**config.mk**
```make
export PLATFORM = sky130hd
export DESIGN_NAME = bank_controller_with_rtc_core
export DESIGN_NICKNAME = d
export VERILOG_FILES = /design/src/hw/rtl/bcr_pkg.sv /design/src/hw/rtl/bank_controller_with_rtc_core.sv
export VERILOG_INCLUDE_DIRS = /design/src /design/src/hw/rtl
export SDC_FILE = /design/constraint.sdc
export NUM_CORES = 1
export LEC_CHECK = 0
export BUFFER_PORTS_ARGS = -buffer_cell sky130_fd_sc_hd__buf_4
export CAP_MARGIN = 25
export CORE_MARGIN = 4
export CORE_UTILIZATION = 50
export DETAILED_ROUTE_END_ITERATION = 8
export PLACE_DENSITY = 0.69
export SLEW_MARGIN = 25
export SYNTH_ARGS = -nofsm -noshare
export SYNTH_HDL_FRONTEND = slang
export SYNTH_SLANG_ARGS = --single-unit
```
**constraint.sdc**
```tcl
create_clock -name clk -period 7.71 [get_ports clk]
set_input_delay 1.542 -clock clk [delete_from_list [all_inputs] [get_ports clk]]
set_output_delay 1.542 -clock clk [all_outputs]
set_load 0.02 [all_outputs]
```
**src/hw/rtl/assert_macros.svh**
```systemverilog
// Assertion helpers used by the RTL core.
`ifndef ASSERT_MACROS_SVH
`define ASSERT_MACROS_SVH

// Condition must hold at every rising clock edge outside reset.
`define ASSERT_ALWAYS(lbl, clk_sig, rst_n_sig, cond, msg) \
	lbl: assert property (@(posedge clk_sig) disable iff (!rst_n_sig) (cond)) \
		else $error(msg);

// Antecedent in this cycle requires consequent in the next cycle.
`define ASSERT_NEXT(lbl, clk_sig, rst_n_sig, ante, cons, msg) \
	lbl: assert property (@(posedge clk_sig) disable iff (!rst_n_sig) (ante) |=> (cons)) \
		else $error(msg);

`endif

```
**src/hw/rtl/bcr_pkg.sv**
```systemverilog
package bcr_pkg;

	localparam int ROM_BANK_BITS_DEF = 7;
	localparam int MAP_W = 21;

	typedef logic [1:0] cmd_t;
	localparam cmd_t CMD_WRITE = 2'd0;
	localparam cmd_t CMD_READ  = 2'd1;
	localparam cmd_t CMD_TICK  = 2'd2;

	typedef logic [1:0] tgt_t;
	localparam tgt_t TGT_ROM  = 2'd0;
	localparam tgt_t TGT_RAM  = 2'd1;
	localparam tgt_t TGT_CLK  = 2'd2;
	localparam tgt_t TGT_NONE = 2'd3;

	// Address regions, by bits [15:13]
	localparam logic [2:0] REG_ROMBANK = 3'b001;
	localparam logic [2:0] REG_RAMSEL  = 3'b010;
	localparam logic [2:0] REG_LATCH   = 3'b011;
	localparam logic [2:0] REG_WINDOW  = 3'b101;

	localparam int NUM_CLK_REGS = 5;
	localparam logic [3:0] CLK_SEL_FIRST = 4'd8;
	localparam logic [3:0] CLK_SEL_LAST  = 4'd12;
	localparam logic [7:0] DAY_CARRY     = 8'h80;

	// Pending seconds held as d:h:m:s; saturation point is 0xffffffff seconds.
	localparam logic [15:0] SAT_DAYS  = 16'd49710;
	localparam logic [4:0]  SAT_HOURS = 5'd6;
	localparam logic [5:0]  SAT_MINS  = 6'd28;
	localparam logic [5:0]  SAT_SECS  = 6'd15;

	localparam logic [5:0] SEC_TOP  = 6'd59;
	localparam logic [4:0] HOUR_TOP = 5'd23;

endpackage

```
**src/hw/rtl/bank_controller_with_rtc_core.sv**
```systemverilog
// A transaction taken into the input stage passes to the result register when that register is free.
// Throughput: one transaction per cycle while the result side is not stalled; state update and
// address mapping are done combinationally between the input stage and the result register.
// Reset (arst_n, async): ROM bank 1, RAM bank 0, RAM selected, latch low,
// clock registers and pending seconds cleared, both stages empty.
module bank_controller_with_rtc_core
	import bcr_pkg::*;
#(
	parameter int ROM_BANK_BITS = ROM_BANK_BITS_DEF
) (
	input  logic                 clk,
	input  logic                 arst_n,
	input  logic                 in_valid,
	output logic                 in_stall,
	input  logic [1:0]           command,
	input  logic [15:0]          bus_address,
	input  logic [7:0]           write_data,
	output logic                 out_valid,
	input  logic                 out_stall,
	output logic [1:0]           target,
	output logic [MAP_W-1:0]     mapped_address,
	output logic [7:0]           clock_byte
);

	`include "assert_macros.svh"

	// input stage
	logic        valid_s1;
	cmd_t        cmd_s1;
	logic [15:0] addr_s1;
	logic [7:0]  data_s1;

	// state
	logic [ROM_BANK_BITS-1:0] rom_bank_q;
	logic [2:0]               ram_bank_q;
	logic [3:0]               clk_sel_q;
	logic                     latch_q;
	logic [7:0]               clk_regs_q [NUM_CLK_REGS];
	logic [5:0]               ps_q;
	logic [5:0]               pm_q;
	logic [4:0]               ph_q;
	logic [15:0]              pd_q;

	logic out_free;
	logic fire_s1;
	assign out_free = !out_valid || !out_stall;
	assign fire_s1  = valid_s1 && out_free;
	assign in_stall = valid_s1 && !out_free;

	always_ff @(posedge clk or negedge arst_n) begin
		if (!arst_n) begin
			valid_s1 <= 1'b0;
		end else if (!in_stall) begin
			valid_s1 <= in_valid;
		end
	end

	always_ff @(posedge clk) begin
		if (in_valid && !in_stall) begin
			cmd_s1  <= command;
			addr_s1 <= bus_address;
			data_s1 <= write_data;
		end
	end

	// decode
	logic [2:0] region;
	logic       is_write, is_read, is_tick, ctrl_area, window;
	logic       clk_mapped;
	logic [2:0] clk_idx;
	assign region     = addr_s1[15:13];
	assign is_write   = cmd_s1 == CMD_WRITE;
	assign is_read    = cmd_s1 == CMD_READ;
	assign is_tick    = cmd_s1 == CMD_TICK;
	assign ctrl_area  = !addr_s1[15];
	assign window     = region == REG_WINDOW;
	assign clk_mapped = clk_sel_q >= CLK_SEL_FIRST && clk_sel_q <= CLK_SEL_LAST;
	assign clk_idx    = clk_sel_q[2:0];

	// pending tick counter, saturating
	logic pend_sat, pend_zero;
	logic [5:0] ps_n, pm_n;
	logic [4:0] ph_n;
	logic [15:0] pd_n;
	assign pend_sat  = pd_q == SAT_DAYS && ph_q == SAT_HOURS && pm_q == SAT_MINS
		&& ps_q == SAT_SECS;
	assign pend_zero = pd_q == '0 && ph_q == '0 && pm_q == '0 && ps_q == '0;

	always_comb begin
		ps_n = ps_q;
		pm_n = pm_q;
		ph_n = ph_q;
		pd_n = pd_q;
		if (!pend_sat) begin
			ps_n = ps_q + 6'd1;
			if (ps_q == SEC_TOP) begin
				ps_n = '0;
				pm_n = pm_q + 6'd1;
				if (pm_q == SEC_TOP) begin
					pm_n = '0;
					ph_n = ph_q + 5'd1;
					if (ph_q == HOUR_TOP) begin
						ph_n = '0;
						pd_n = pd_q + 16'd1;
					end
				end
			end
		end
	end

	// latch fold: add pending d:h:m:s into the clock registers with carries
	logic [8:0]  sec_sum, min_sum, hr_sum;
	logic [7:0]  sec_f, min_f, hr_f;
	logic        c_sec, c_min, c_hr;
	logic [16:0] day_sum;
	logic [7:0]  dh_f;

	always_comb begin
		sec_sum = {1'b0, clk_regs_q[0]} + {3'b0, ps_q};
		c_sec   = sec_sum > 9'd59;
		sec_f   = c_sec ? 8'(sec_sum - 9'd60) : sec_sum[7:0];
		min_sum = {1'b0, clk_regs_q[1]} + {3'b0, pm_q} + {8'b0, c_sec};
		c_min   = min_sum > 9'd59;
		min_f   = c_min ? 8'(min_sum - 9'd60) : min_sum[7:0];
		hr_sum  = {1'b0, clk_regs_q[2]} + {4'b0, ph_q} + {8'b0, c_min};
		c_hr    = hr_sum > 9'd23;
		hr_f    = c_hr ? 8'(hr_sum - 9'd24) : hr_sum[7:0];
		day_sum = {8'b0, clk_regs_q[4][0], clk_regs_q[3]} + {1'b0, pd_q} + {16'b0, c_hr};
		dh_f    = {clk_regs_q[4][7:1], day_sum[8]};
		if (day_sum[16:9] != '0) begin
			dh_f = dh_f | DAY_CARRY;
		end
	end

	logic do_fold;
	assign do_fold = is_write && ctrl_area && region == REG_LATCH && !latch_q
		&& data_s1 == 8'd1 && !pend_zero;

	// result
	tgt_t             tgt_c;
	logic [MAP_W-1:0] map_c;
	logic [7:0]       cbyte_c;
	logic [7:0]       bank8;
	assign bank8 = 8'(rom_bank_q);

	always_comb begin
		tgt_c   = TGT_NONE;
		map_c   = '0;
		cbyte_c = '0;
		if (is_read && ctrl_area) begin
			tgt_c = TGT_ROM;
			map_c = addr_s1[14] ? {bank8[6:0], addr_s1[13:0]} : {5'b0, addr_s1};
		end else if ((is_read || is_write) && window) begin
			if (clk_sel_q == '0) begin
				tgt_c = TGT_RAM;
				map_c = MAP_W'({ram_bank_q, addr_s1[12:0]});
			end else if (clk_mapped) begin
				tgt_c = TGT_CLK;
				if (is_read) begin
					cbyte_c = clk_regs_q[clk_idx];
				end
			end
		end
	end

	// state update
	always_ff @(posedge clk or negedge arst_n) begin
		if (!arst_n) begin
			rom_bank_q <= ROM_BANK_BITS'(1);
			ram_bank_q <= '0;
			clk_sel_q  <= '0;
			latch_q    <= 1'b0;
			for (int i = 0; i < NUM_CLK_REGS; i++) begin
				clk_regs_q[i] <= '0;
			end
			ps_q <= '0;
			pm_q <= '0;
			ph_q <= '0;
			pd_q <= '0;
		end else if (fire_s1) begin
			if (is_tick) begin
				ps_q <= ps_n;
				pm_q <= pm_n;
				ph_q <= ph_n;
				pd_q <= pd_n;
			end else if (is_write && ctrl_area) begin
				unique case (region)
					REG_LATCH: begin
						if (do_fold) begin
							clk_regs_q[0] <= sec_f;
							clk_regs_q[1] <= min_f;
							clk_regs_q[2] <= hr_f;
							clk_regs_q[3] <= day_sum[7:0];
							clk_regs_q[4] <= dh_f;
							ps_q <= '0;
							pm_q <= '0;
							ph_q <= '0;
							pd_q <= '0;
						end
						if (data_s1[7:1] == '0) begin
							latch_q <= data_s1[0];
						end
					end
					REG_RAMSEL: begin
						if (data_s1[7:3] != '0) begin
							clk_sel_q <= data_s1[3:0];
						end else begin
							clk_sel_q  <= '0;
							ram_bank_q <= data_s1[2:0];
						end
					end
					REG_ROMBANK: begin
						rom_bank_q <= (data_s1[ROM_BANK_BITS-1:0] == '0) ?
							ROM_BANK_BITS'(1) : data_s1[ROM_BANK_BITS-1:0];
					end
					default: begin
						// enable register area: ignored
					end
				endcase
			end else if (is_write && window && clk_sel_q != '0 && clk_mapped) begin
				clk_regs_q[clk_idx] <= data_s1;
			end
		end
	end

	// result register
	always_ff @(posedge clk or negedge arst_n) begin
		if (!arst_n) begin
			out_valid <= 1'b0;
		end else if (out_free) begin
			out_valid <= valid_s1;
		end
	end

	always_ff @(posedge clk) begin
		if (fire_s1) begin
			target         <= tgt_c;
			mapped_address <= map_c;
			clock_byte     <= cbyte_c;
		end
	end

	`ASSERT_ALWAYS(a_rom_bank_nonzero, clk, arst_n, rom_bank_q != '0,
		"ROM bank register holds zero")
	`ASSERT_ALWAYS(a_pending_radix, clk, arst_n,
		ps_q <= SEC_TOP && pm_q <= SEC_TOP && ph_q <= HOUR_TOP,
		"pending seconds counter out of range")
	`ASSERT_ALWAYS(a_unmapped_zero, clk, arst_n,
		!out_valid || target == TGT_ROM || target == TGT_RAM || mapped_address == '0,
		"mapped address nonzero for clock or unmapped result")
	`ASSERT_ALWAYS(a_cbyte_clk_only, clk, arst_n,
		!out_valid || target == TGT_CLK || clock_byte == '0,
		"clock byte nonzero outside clock register access")
	`ASSERT_NEXT(a_fold_clears, clk, arst_n, fire_s1 && do_fold, pend_zero,
		"pending seconds not cleared by latch")

endmodule

```
### Yosys cells after proc, flatten, opt, wreduce, memory -nomap -nowiden

Cells that the tools add are included.

| cells by class | value |
|---|---|
| reduce and logical (&&, ||, !) cells | 57 |
| add/subtract/negate cells | 14 |
| eq/ne operators | 21 |
| bitwise operators | 7 |
| magnitude comparators | 7 |
| muxes and demuxes | 49 |

Operator list:

| cell | count |
|---|---|
| $mux W16 | 10 |
| $mux W40 | 4 |
| $mux W6 | 10 |
| $mux W8 | 7 |
| $mux W21 | 2 |
| $bwmux W40 | 1 |
| $mux W5 | 8 |
| $bmux W8 S3 | 1 |
| $demux W8 S3 | 1 |
| $logic_and A1 B1 Y1 | 21 |
| $reduce_and A5 Y1 | 4 |
| $add A8 B6 Y9 | 2 |
| $add A9 B1 Y9 | 2 |
| $gt A9 B6 Y1 const B | 2 |
| $add A17 B1 Y17 | 1 |
| $add A9 B16 Y17 | 1 |
| $add A16 B1 Y16 const B | 1 |
| $eq A16 B16 Y1 const B | 1 |
| $logic_not A16 Y1 | 1 |
| $sub A8 B6 Y8 const B | 2 |
| $logic_not A7 Y1 | 2 |
| $add A6 B1 Y6 const B | 2 |
| $eq A6 B6 Y1 const B | 2 |
| $logic_not A6 Y1 | 2 |
| other kinds (39) | 65 |

| storage, ports and cells | value |
|---|---|
| output and inout bits | 33 |
| input bits | 30 |
| word-level logic and storage cells | 178 |
| register bits | 147 |

### Depth between registers and ports, before layout

Gate-level depths: netlist of the first run.

| logic depth | value |
|---|---|
| depth in word-level cells | 12 |
| mapped depth | 36 |
| depth with buffers taken out | 35 |

### Worst setup path before layout of the first run

Ideal clock, no wire load.

| timing | value |
|---|---|
| kind | register to register |
| start point | reg ps_q[0] |
| end point | reg clk_regs_q[7] (netlist name) |
| period minus slack after synthesis | 8.180 ns |
| setup slack | -0.470 ns |
| arrival time | 8.037 ns |
| stages on the path, launching flop included | 37 |
| path through | dfrtp_1 -> ha_1 -> fa_1 -> xor2_1 -> inv_1 -> ha_1 -> a31oi_1 -> a31oi_1 -> fa_1 -> fa_1 -> xnor2_1 -> inv_1 -> ha_1 -> o31ai_1 -> and4_1 -> or4_1 -> clkbuf_1 -> inv_1 -> fa_1 -> fa_1 -> nor2b_1 -> o31a_1 -> a21oi_1 -> ha_1 -> a21oi_1 -> a21oi_1 -> nor2_1 -> nand3_1 -> fa_1 -> fa_1 -> a21oi_1 -> o22ai_1 -> o221ai_1 -> nor2b_1 -> o22a_1 -> o21ai_0 -> a41oi_1 |

| on the way | value |
|---|---|
| longest elaborated chain between the ends | 10 |
| elaborated cells on any way between the ends | 15 |

RTL lines:

| element | RTL line | text |
|---|---|---|
| from (decl) | bank_controller_with_rtc_core.sv:39 | `logic [5:0] ps_q;` |
| from (signal assigned) | bank_controller_with_rtc_core.sv:182 | `ps_q <= ps_n;` |
| $add A8 B6 Y9 | bank_controller_with_rtc_core.sv:119 | `sec_sum = {1'b0, clk_regs_q[0]} + {3'b0, ps_q};` |
| $gt A9 B6 Y1 | bank_controller_with_rtc_core.sv:120 | `c_sec = sec_sum > 9'd59;` |
| $add A9 B1 Y9 | bank_controller_with_rtc_core.sv:122 | `min_sum = {1'b0, clk_regs_q[1]} + {3'b0, pm_q} + {8'b0, c_sec};` |
| $gt A9 B6 Y1 | bank_controller_with_rtc_core.sv:123 | `c_min = min_sum > 9'd59;` |
| $add A9 B1 Y9 | bank_controller_with_rtc_core.sv:125 | `hr_sum = {1'b0, clk_regs_q[2]} + {4'b0, ph_q} + {8'b0, c_min};` |
| $gt A9 B5 Y1 | bank_controller_with_rtc_core.sv:126 | `c_hr = hr_sum > 9'd23;` |
| $add A17 B1 Y17 | bank_controller_with_rtc_core.sv:128 | `day_sum = {8'b0, clk_regs_q[4][0], clk_regs_q[3]} + {1'b0, pd_q} + {16'b0, c_hr};` |
| $reduce_bool A8 Y1 | bank_controller_with_rtc_core.sv:130 | `if (day_sum[16:9] != '0) begin` |
| $ne A2 B2 Y1 (no source line) | n/a |  |
| $reduce_and A6 Y1 (no source line) (*) | n/a |  |
| to (signal, indexed assignment) | bank_controller_with_rtc_core.sv:221 | `clk_regs_q[clk_idx] <= data_s1;` |
| to (decl) | bank_controller_with_rtc_core.sv:38 | `logic [7:0] clk_regs_q [NUM_CLK_REGS];` |

Mark *: on every way between the ends. The rest lies on a longest branch, timed or not.
A chain may end at the register's enable or synchronous reset.

### Final worst setup path of the first run

| timing | value |
|---|---|
| start point | reg clk_regs_q[32] (netlist name) |
| end point | reg clk_regs_q[7] (netlist name) |

| on the way | value |
|---|---|
| longest elaborated chain between the ends | 10 |

RTL lines:

| element | RTL line |
|---|---|
| $add A8 B6 Y9 | bank_controller_with_rtc_core.sv:119 |
| $gt A9 B6 Y1 | bank_controller_with_rtc_core.sv:120 |
| $add A9 B1 Y9 | bank_controller_with_rtc_core.sv:122 |
| $gt A9 B6 Y1 | bank_controller_with_rtc_core.sv:123 |
| $add A9 B1 Y9 | bank_controller_with_rtc_core.sv:125 |
| $gt A9 B5 Y1 | bank_controller_with_rtc_core.sv:126 |
| $add A17 B1 Y17 | bank_controller_with_rtc_core.sv:128 |
| $reduce_bool A8 Y1 | bank_controller_with_rtc_core.sv:130 |
| $ne A2 B2 Y1 (no source line) | n/a |
| $reduce_and A6 Y1 (no source line) | n/a |

No other way between the ends.

==> metrics.md, run 1 <==
| Metric | Value |
|---|---|
| Util after Layout | `60.7%` |
| Clk_lat worst skew | `0.42 ns` |
| Final hold vios | `0` |
| Most common cell in the netlist | `nor2_1` |
| Type of origin of the critical path | `flop` |
| Synth Flop Type | `dfrtp_1` |
| Tcrit/Tclk final | `95.1%` |
| Number of fill cells | `1375` |
| CP arrival | `7.67 ns` |
| Status | `completed` |
| Comb power frac | `16.9%` |
| Detailed-route wire length | `22800 um` |
| Nets | `1025` |
| Fraction of registers with async set/reset | `61.2%` |
| Total core area | `0.0166 mm^2` |
| Pwr dens | `216 mW/mm^2` |
| Yosys reg bits | `147` |
| Full die area | `0.0192 mm^2` |
| Peak Freq | `136 MHz` |
| Cts-stage hold buffer count | `0` |
| Switching power | `0.656 mW` |
| P_int | `1.52 mW` |
| Num CTS Buffers | `17` |
| Largest net degree at the start of global routing | `57` |
| Static leakage | `4.24 nW` |
| Part of the power in registers | `43.6%` |
| Pre-antenna DRT Iters | `5` |
| Worst reg2reg setup slack | `0.38 ns` |
| Sink Count | `147` |
| Post-DP HPWL | `16200 um` |
| Die Ht | `139 um` |
| CP endpoint kind | `flop` |
| Initial Utilization | `51.3%` |
| Layout area overhead | `18.5%` |
| Top cells by count, synth | `nor2_1, dfrtp_1, nand2_1` |
| Crit path max-delay cell type | `or4_1` |
| Ys Warns | `0` |
| Final setup vio count | `0` |
| Synth Instances | `869` |
| Net Count, Synth | `945` |
| First-pass GRT wire length | `36800 um` |
| CTS tree | `built` |
| Gpl congestion | `0.915` |
| Worst-path clk slew | `0.07 ns` |
| Hold/Removal Path Class | `reg2reg` |
| Layout cells sized above 1 | `18.8%` |
| Boundary Pins | `63` |
| All-Layer GR Usage | `23.9%` |
| Distinct cells, synth | `76` |
| Setup TNS | `0 ns` |
| Starting DRT DRC Count | `721` |
| Slew headroom | `35.3%` |
| Post-route ant nets | `0` |
| Post-Syn Area per Cell | `9.82 um^2` |
| Initial antenna violation count | `0` |
| Clock power frac | `39.5%` |
| Cell Area, Synth | `0.00853 mm^2` |
| Clock tree buffer depth | `2` |
| Crit path kind | `reg2reg` |
| Skew final | `0.00829 ns` |
| Gr ovfl total | `0` |
| Top cell by count, worst path | `fa_2` |
| Crit Path Max Fanout | `6` |
| Rows | `47` |
| Port bufs | `62` |
| Final Critical Period | `7.33 ns` |
| Via-to-Cell Ratio | `5.99` |
| Cell type with the largest total area after synthesis | `dfrtp_1` |
| Routed wire per std cell | `19.3 um` |
| Max-slew violations | `0` |
| Register area share after synthesis | `46.5%` |
| Worst slew pin tran | `0.968 ns` |
| Final Total Pwr | `2.18 mW` |
| Peak supply drop | `0.174 mV` |
| H-tree Lvls | `4` |
| Root Buffer | `clkbuf_16` |
| Vias | `7084` |
| Post-synth EDFFs | `57` |
| CP required | `8.05 ns` |
| Switching Fraction | `30.1%` |
| Max Cap Viol | `0` |
| # DRC | `0` |
| Synth top area share | `26.1%` |
| CP peak stage delay | `0.49 ns` |
| Antenna diode count | `0` |
| Vias in the first global route | `6738` |
| Die X | `139 um` |
| Top post-synthesis cells by area | `dfrtp_1, edfxtp_1, ha_1` |
## stage by stage
stage	hold WS (ns)	instance area, um^2	setup WS, ns	instances
after floorplan	0.450	8580	0.0170	869
after global placement	0.463	9370	0.124	1145
after detailed placement	0.470	9370	-0.140	1145
after CTS	0.485	10000	0.00733	1180
final	0.483	10100	0.378	1182
after global routing	0.509	10100	-0.0465	1182
## power groups by stage
stage / Combinational (mW) / Sequential, mW / Clock [mW]
2_1_floorplan: 0.235 / 0.940 / 0
3_3_place_gp: 0.343 / 0.961 / 0
3_5_place_dp: 0.349 / 0.963 / 0
4_1_cts: 0.355 / 0.948 / 0.872
5_1_grt: 0.408 / 0.958 / 0.910
6_report: 0.369 / 0.951 / 0.861
## worst max-delay path, delay by kind of cell, from the launching register on
family	cells	cell delay, ns
buffers and inverters	4	0.45
AO/OA/AOI/OAI	12	2.08
adder cells (fa/ha/maj)	9	2.73
flip-flops	1	0.39
AND/OR/NAND/NOR	8	1.38
XOR/XNOR	2	0.24
## sequential cells by signal, indices dropped and copies added, names as in the netlist
| register | flops |
|---|---|
| pm_q | 6 |
| latch_q | 1 |
| clock_byte | 8 |
| rom_bank_q | 7 |
| valid_s1 | 1 |
| target | 2 |
| out_valid | 1 |
| ram_bank_q | 3 |
| pd_q | 16 |
| clk_regs_q | 40 |
| clk_sel_q | 4 |
| addr_s1 | 16 |
| mapped_address | 21 |
| data_s1 | 8 |
| cmd_s1 | 2 |
| ps_q | 6 |
| ph_q | 5 |
## cell usage in the layout (no fill, tap or decap), types with 5 or more instances in the layout
| cell type | Yosys | routed |
|---|---|---|
| nor2_1 | 108 | 108 |
| clkbuf_16 | 0 | 17 |
| o211ai_1 | 5 | 5 |
| nor4_1 | 6 | 6 |
| dfrtp_1 | 89 | 87 |
| edfxtp_1 | 57 | 57 |
| inv_6 | 0 | 7 |
| or3_1 | 7 | 7 |
| o31ai_1 | 5 | 5 |
| mux2_2 | 12 | 12 |
| mux2i_1 | 14 | 14 |
| nand3_1 | 34 | 33 |
| buf_4 | 1 | 90 |
| o22ai_1 | 15 | 14 |
| a221oi_1 | 11 | 11 |
| fa_2 | 0 | 7 |
| or2_2 | 5 | 5 |
| o21ai_0 | 47 | 44 |
| xor2_1 | 21 | 20 |
| o21a_1 | 7 | 7 |
| nand2b_1 | 11 | 11 |
| a31oi_1 | 9 | 7 |
| nand2_1 | 76 | 76 |
| inv_1 | 29 | 29 |
| nand4_1 | 9 | 9 |
| and3_1 | 13 | 13 |
| ha_1 | 39 | 36 |
| xnor2_1 | 23 | 22 |
| a21oi_1 | 44 | 40 |
| nand3b_1 | 5 | 5 |
| inv_8 | 0 | 5 |
| nor3b_1 | 6 | 6 |
| nor2b_1 | 23 | 21 |
| nor3_1 | 27 | 26 |
## final timing paths
check,start,to,cells past startpoint
max in group asynchronous,arst_n,clk_regs_q[33],2
min reg2reg,clk_regs_q[5],clk_regs_q[5],2
min,clk_regs_q[5],clk_regs_q[5],2
max reg2reg,clk_regs_q[32],clk_regs_q[7],35
min in group asynchronous,arst_n,pd_q[3],1
max,clk_regs_q[32],clk_regs_q[7],35
## per-layer routing
layer	up-vias	share of wire (%)	GRT usage, %
li1	3349	-	-
met4	0	3.0	9.27
met2	250	46	36.6
met3	47	6.6	4.28
met1	3438	44	34.0
met5	-	0	0
## cells by family after synthesis
family / count (synthesis) / synth area share [%]
flip-flops: 147 / 46.5
multiplexers: 26 / 3.23
buffers and inverters: 59 / 2.77
XOR/XNOR: 44 / 4.52
AO/OA/AOI/OAI: 191 / 15.0
adder cells (fa/ha/maj): 46 / 7.36
AND/OR/NAND/NOR: 356 / 20.6
## layout make-up
cell class	count	area (um^2)	share of cell area, %
flip-flops and latches	147	3970	39.3
clock buffers	18	429	4.25
clock inverters	14	178	1.76
multi-input cells	663	4470	44.2
well taps	220	275	2.72
repair buffers	90	676	6.68
inverters	30	113	1.11
## repair_timing
action	in CTS	in global routing
endpoints found under the setup margin	1	5
buffers inserted	3	2
pin swaps	3	5
resized for setup	5	20
hold endpoints to repair	0	0
Power figures use the tool's default switching activity.
==> run 2: changes to the inputs <==
--- a/config.mk
+++ b/config.mk
@@ -6,7 +6,7 @@
 export SDC_FILE = /design/constraint.sdc
 export NUM_CORES = 1
 export LEC_CHECK = 0
-export BUFFER_PORTS_ARGS = -buffer_cell sky130_fd_sc_hd__buf_4
+export BUFFER_PORTS_ARGS = -buffer_cell sky130_fd_sc_hd__buf_2
 export CAP_MARGIN = 25
 export CORE_MARGIN = 4
 export CORE_UTILIZATION = 50
==> run 2 against run 1 <==
Compared with the run above: die area unchanged; clock-buffer cell count increased by 2; sequential share of layout area increased by 0.40 points; critical endpoint unchanged; largest cell class unchanged; highest routed layer unchanged.
==> metrics.md, run 2 (same netlist as run 1, synthesis figures left out) <==
| Metric | Value |
|---|---|
| Pre-CTS setup slack | `-0.0788 ns` |
| Placed insts | `1145` |
| Number of fill cells | `1403` |
| Gr ovfl total | `0` |
| Commonest non-fill, non-tap cell in the layout | `nor2_1` |
| Initial Utilization | `51.3%` |
| Post-route ant nets | `0` |
| P_int | `1.46 mW` |
| Seq. cell area | `0.00397 mm^2` |
| Routed wire per std cell | `19.1 um` |
| Setup TNS | `0 ns` |
| Max Cap Viol | `0` |
| Layout cells sized above 1 | `20.7%` |
| Antenna diode count | `0` |
| All-Layer GR Usage | `23.2%` |
| Status | `completed` |
| Worst reg2reg setup slack | `0.17 ns` |
| # DRC | `0` |
| Full die area | `0.0192 mm^2` |
| Static leakage | `4.17 nW` |
| Worst-path clk slew | `0.06 ns` |
| Largest register FFs | `40` |
| Largest net degree at the start of global routing | `57` |
| Skew final | `0.00765 ns` |
| Initial antenna violation count | `0` |
| Clk_lat worst skew | `0.43 ns` |
| Rows | `47` |
| Die X | `139 um` |
| Port bufs | `62` |
| Met3 wire length | `1480 um` |
| Regs by FF count | `clk_regs_q (40), mapped_address (21)` |
| Num CTS Buffers | `17` |
| Vias in the first global route | `6571` |
| Layout area overhead | `17.3%` |
| CP required | `7.99 ns` |
| Gpl congestion | `0.909` |
| Via-to-Cell Ratio | `6.04` |
| Worst Slack Setup Final | `0.167 ns` |
| Post-DP Area | `0.00922 mm^2` |
| Root Buffer | `clkbuf_16` |
| Clock power frac | `36.9%` |
| CP endpoint kind | `flop` |
| Met2 WL | `10200 um` |
| Area of the multi-input gates | `0.00455 mm^2` |
| Type of origin of the critical path | `flop` |
| Most frequent cells in the layout | `nor2_1, dfrtp_1, nand2_1` |
| Peak Freq | `133 MHz` |
| Nets | `1028` |
| Switching Fraction | `30.6%` |
| Hold/Removal Path Class | `reg2reg` |
| Met1 WL | `9970 um` |
| Part of the power in registers | `45.3%` |
| Max-slew violations | `0` |
| Fin Hold WS | `0.481 ns` |
| Worst slew pin tran | `0.973 ns` |
| Switching power | `0.642 mW` |
| Final hold vios | `0` |
| Post-DP HPWL | `16000 um` |
| Die Ht | `139 um` |
| CTS tree | `built` |
| Final instance area | `0.0100 mm^2` |
| Layout Cells excl Fill | `1185` |
| CP delay by family, top | `adder cells` |
| Largest reg by FF count | `clk_regs_q` |
| Tcrit/Tclk final | `97.8%` |
| Top cell by count, worst path | `fa_2` |
| Clock tree buffer depth | `2` |
| Final Critical Period | `7.54 ns` |
| Peak supply drop | `0.176 mV` |
| Final Total Pwr | `2.10 mW` |
| Crit path max-delay cell type | `or4_4` |
| Final setup vio count | `0` |
| Starting DRT DRC Count | `812` |
| Pre-antenna DRT Iters | `5` |
| Total core area | `0.0166 mm^2` |
| Pwr dens | `210 mW/mm^2` |
| Sink Count | `147` |
| Slew headroom | `35.0%` |
| CP bufs+invs | `5` |
| Crit path kind | `reg2reg` |
| Top sig layer | `met4` |
| RSZ-0062 raised after global routing | `yes` |
| H-tree Lvls | `4` |
| Boundary Pins | `63` |
| Util after Layout | `60.1%` |
| Comb power frac | `17.8%` |
| CP peak stage delay | `0.56 ns` |
| Vias | `7153` |
| Crit Path Max Fanout | `4` |
| Detailed-route wire length | `22600 um` |
| CP arrival | `7.82 ns` |
| First-pass GRT wire length | `35700 um` |
## run 2: worst paths after layout
check	cells past startpoint	from	to
worst min-delay path	2	clk_regs_q[4]	clk_regs_q[4]
worst min register to register	2	clk_regs_q[4]	clk_regs_q[4]
min in group asynchronous	1	arst_n	pd_q[1]
max in group asynchronous	2	arst_n	clk_regs_q[33]
worst max-delay path	35	ps_q[0]	clk_regs_q[7]
worst max register to register	35	ps_q[0]	clk_regs_q[7]
## run 2: area by class of cell
class / instances / area share (%)
Tap cell: 220 / 2.75
Clock buffer: 20 / 4.46
Timing Repair Buffer: 93 / 5.49
Sequential cell: 147 / 39.7
Multi-Input combinational cell: 663 / 45.5
Inverter: 30 / 1.15
Clock inverter: 12 / 1.00
## run 2: worst reg2reg max path, delay by kind of cell, from the launching register on
kind / cells / cell delay [ns]
AOI/OAI and AO/OA: 13 / 2.21
xor gates and xnor gates: 2 / 0.32
adders and majority gates: 8 / 2.46
buffers and inverters: 5 / 0.50
DFF: 1 / 0.41
and+or+nand+nor: 7 / 1.53
## run 2: power by group through the flow
stage                     registers (mW)  clock network (mW)  logic, mW
after floorplan                    0.940                   0      0.235
after global placement             0.961                   0      0.333
after detailed placement           0.961                   0      0.337
after CTS                          0.947               0.787      0.343
after global routing               0.959               0.823      0.410
final                              0.952               0.773      0.374
## run 2: layer usage
| metal | vias up | track usage (%) |
|---|---|---|
| met1 | 3473 | 33.0 |
| met3 | 60 | 4.03 |
| met5 | - | 0 |
| met2 | 264 | 35.0 |
| li1 | 3356 | - |
| met4 | 0 | 10.4 |
## run 2: what timing repair did
item | 4_1_cts | 5_1_grt
setup buffers | 0 | 8
hold buffers | 0 | 0
setup endpoints to repair | 1 | 5
resized for setup | 5 | 45
pin swaps | 1 | 32
==> run 3: changes to the inputs <==
--- a/config.mk
+++ b/config.mk
@@ -6,12 +6,14 @@
 export SDC_FILE = /design/constraint.sdc
 export NUM_CORES = 1
 export LEC_CHECK = 0
+export ABC_AREA = 1
 export BUFFER_PORTS_ARGS = -buffer_cell sky130_fd_sc_hd__buf_2
 export CAP_MARGIN = 25
 export CORE_MARGIN = 4
 export CORE_UTILIZATION = 50
 export DETAILED_ROUTE_END_ITERATION = 8
-export PLACE_DENSITY = 0.69
+export MAX_ROUTING_LAYER = met4
+export PLACE_DENSITY = 0.68
 export SLEW_MARGIN = 25
 export SYNTH_ARGS = -nofsm -noshare
 export SYNTH_HDL_FRONTEND = slang
==> run 3 against run 2 <==
Compared with the run above: power increased by 39%; clock power is 11% higher; die area is 12% higher; cell area grew 11%; critical path depth rose by 12; worst hold slack got worse by 0.0014 ns; synthesized area is 12% higher; via count grew 21%; largest power group is now combinational cells; highest routed layer unchanged.
==> metrics.md, run 3 <==
| Metric | Value |
|---|---|
| P_int | `1.74 mW` |
| Busiest grt layer | `met2` |
| Post-Syn Area per Cell | `7.73 um^2` |
| Synth top area share | `23.2%` |
| Comb power frac | `36.1%` |
| Boundary Pins | `63` |
| Vias in the first global route | `7963` |
| Final hold vios | `0` |
| Static leakage | `5.33 nW` |
| Antenna diode count | `0` |
| Slew headroom | `37.4%` |
| Tcrit/Tclk final | `96.3%` |
| Crit path kind | `reg2reg` |
| Vias | `8621` |
| R2R depth | `47` |
| Top cells by count, synth | `nand2_1, inv_1, nor2_1` |
| # DRC | `0` |
| Yosys reg bits | `147` |
| Post-route ant nets | `0` |
| Status | `completed` |
| H-tree Lvls | `4` |
| Pre-antenna DRT Iters | `5` |
| Worst reg2reg setup slack | `0.28 ns` |
| Worst Slack Setup Final | `0.282 ns` |
| Fraction of registers with async set/reset | `61.2%` |
| Net Count, Synth | `1315` |
| Switching Fraction | `40.6%` |
| Worst-path clk slew | `0.08 ns` |
| Root Buffer | `clkbuf_16` |
| CTS tree | `built` |
| Sink Count | `147` |
| Peak supply drop | `0.157 mV` |
| Initial antenna violation count | `0` |
| CP arrival | `7.76 ns` |
| Total core area | `0.0188 mm^2` |
| Most common cell in the netlist | `nand2_1` |
| Skew final | `0.0128 ns` |
| Starting DRT DRC Count | `659` |
| CP required | `8.04 ns` |
| Die X | `146 um` |
| Part of the power in registers | `34.6%` |
| Final Critical Period | `7.43 ns` |
| Register area share after synthesis | `41.4%` |
| Routed wire per std cell | `16.7 um` |
| Crit path max-delay cell type | `fa_2` |
| Post-synth EDFFs | `57` |
| Hold Startpoint | `valid_s1` |
| Type of origin of the critical path | `flop` |
| Post-DP HPWL | `19400 um` |
| Met2 Track Usage GR | `39.8%` |
| Gr ovfl total | `0` |
| Layout area overhead | `15.7%` |
| Clock power frac | `29.3%` |
| End point of the worst hold path | `out_valid` |
| Rows | `50` |
| Pre-CTS setup slack | `-0.117 ns` |
| Clock tree buffer depth | `2` |
| Largest reg by FF count | `clk_regs_q` |
| Via-to-Cell Ratio | `5.48` |
| Reg2reg end | `clk_regs_q[7]` |
| Layout cells sized above 1 | `17.8%` |
| Max Cap Viol | `0` |
| Worst slew pin tran | `0.936 ns` |
| Detailed-route wire length | `26300 um` |
| Worst hold path depth | `2` |
| All-Layer GR Usage | `25.3%` |
| Distinct cells, synth | `55` |
| Nets | `1402` |
| First-pass GRT wire length | `42000 um` |
| Initial Utilization | `51.0%` |
| Full die area | `0.0214 mm^2` |
| GR Util met3 | `3.32%` |
| Commonest non-fill, non-tap cell in the layout | `nand2_1` |
| CP peak stage delay | `0.43 ns` |
| Post-DP Area | `0.0102 mm^2` |
| Met1 GRT Util | `34.4%` |
| Most frequent cells in the layout | `nand2_1, inv_1, nor2_1` |
| Top post-synthesis cells by area | `dfrtp_1, edfxtp_1, nand2_1` |
| Final instance area | `0.0111 mm^2` |
| CP endpoint kind | `flop` |
| Crit Path Max Fanout | `5` |
| Gpl congestion | `0.959` |
| Ys Warns | `0` |
| Final setup vio count | `0` |
| Num CTS Buffers | `17` |
| Cts-stage hold buffer count | `0` |
| Cell Area, Synth | `0.00958 mm^2` |
| Pwr dens | `264 mW/mm^2` |
| Switching power | `1.19 mW` |
| Synth Instances | `1239` |
| Cell type with the largest total area after synthesis | `dfrtp_1` |
| Critical R2R Launch | `ps_q[2]` |
| Clk_lat worst skew | `0.43 ns` |
| Peak Freq | `135 MHz` |
| Synth Flop Type | `dfrtp_1` |
| Max-slew violations | `0` |
| Hold/Removal Path Class | `reg2reg` |
| Largest register FFs | `40` |
| Largest net degree at the start of global routing | `68` |
| Port bufs | `62` |
| Regs by FF count | `clk_regs_q (40), mapped_address (21)` |
| Die Ht | `146 um` |
[run 3: cell count changes in the layout (fill, tap and decap cells not counted), moves of 12 or more]
cell,before,now
inv_2,2,23
a21boi_1,0,14
nand2_1,76,335
nor2b_1,21,0
xnor2_1,22,5
nand2_2,0,14
nand3_2,1,14
inv_1,26,162
and3_1,13,1
nand4_1,9,29
mux2i_1,14,1
nand3_1,33,81
o21ai_1,7,20
[run 3: cell type report]
| type | count | area, um^2 |
|---|---|---|
| fillers | 1686 | 7680 |
| multi-input cells | 884 | 4990 |
| flip-flops and latches | 147 | 3970 |
| inverters | 187 | 707 |
| repair buffers | 89 | 515 |
| clock buffers | 17 | 425 |
| well taps | 234 | 293 |
| clock inverters | 15 | 189 |
[run 3: power by group through the flow]
stage          Sequential (mW)  Combinational (mW)  Clock (mW)
2_1_floorplan             1.01               0.704           0
3_3_place_gp              1.02               0.937           0
3_5_place_dp              1.02               0.950           0
4_1_cts                   1.01               0.959       0.867
5_1_grt                   1.03                1.20       0.907
6_report                  1.01                1.06       0.857
[run 3: worst max-delay path: cells and delay by family (launching register included)]
| kind | cells | cell delay (ns) |
|---|---|---|
| fa+ha+maj | 10 | 3.29 |
| compound gates | 1 | 0.24 |
| flops | 1 | 0.41 |
| buf+inv | 6 | 0.41 |
| xor+xnor | 2 | 0.33 |
| simple gates | 28 | 2.64 |
[run 3: cells by family after synthesis]
group / synth area share (%)
simple gates: 31.1
mux: 0.457
compound gates: 9.09
buf+inv: 8.63
flops: 41.4
fa+ha+maj: 6.56
xor+xnor: 2.74
[run 3: metal layers]
layer	wire length, um	up-vias
li1	-	4229
met4	625	0
met1	11800	4081
met3	1350	44
met5	0	-
met2	12600	267
[run 3: how the worst max path moves through the flow]
| stage | startpoint | endpoint | slack, ns | cells past startpoint |
|---|---|---|---|---|
| 2_1_floorplan | ps_q[2] | clk_regs_q[7] | 0.46 | 48 |
| 3_3_place_gp | clk_regs_q[34] | clk_regs_q[7] | 0.16 | 48 |
| 3_5_place_dp | clk_regs_q[32] | clk_regs_q[7] | -0.12 | 46 |
| 4_1_cts | clk_regs_q[34] | clk_regs_q[7] | 0.06 | 48 |
| 5_1_grt | clk_regs_q[32] | clk_regs_q[7] | -0.12 | 47 |
| 6_report | ps_q[2] | clk_regs_q[7] | 0.28 | 47 |
[run 3: what timing repair did]
item                       in CTS  in global routing
gates resized for setup         3                 50
setup endpoints to repair       1                  6
pin swaps                       1                 26
buffers inserted                2                 13
[run 3: metrics by stage]
stage                     std cells  TNS [ns]  utilization [%]  hold slack [ns]  power [mW]
after global routing           1573    -0.118             59.1            0.518        3.13
after floorplan                1239         0                -            0.452        1.72
after global placement         1526         0             54.1            0.466        1.96
after CTS                      1560         0             57.5            0.483        2.84
final                          1573         0             59.1            0.480        2.93
after detailed placement       1526    -0.117             54.1            0.470        1.97
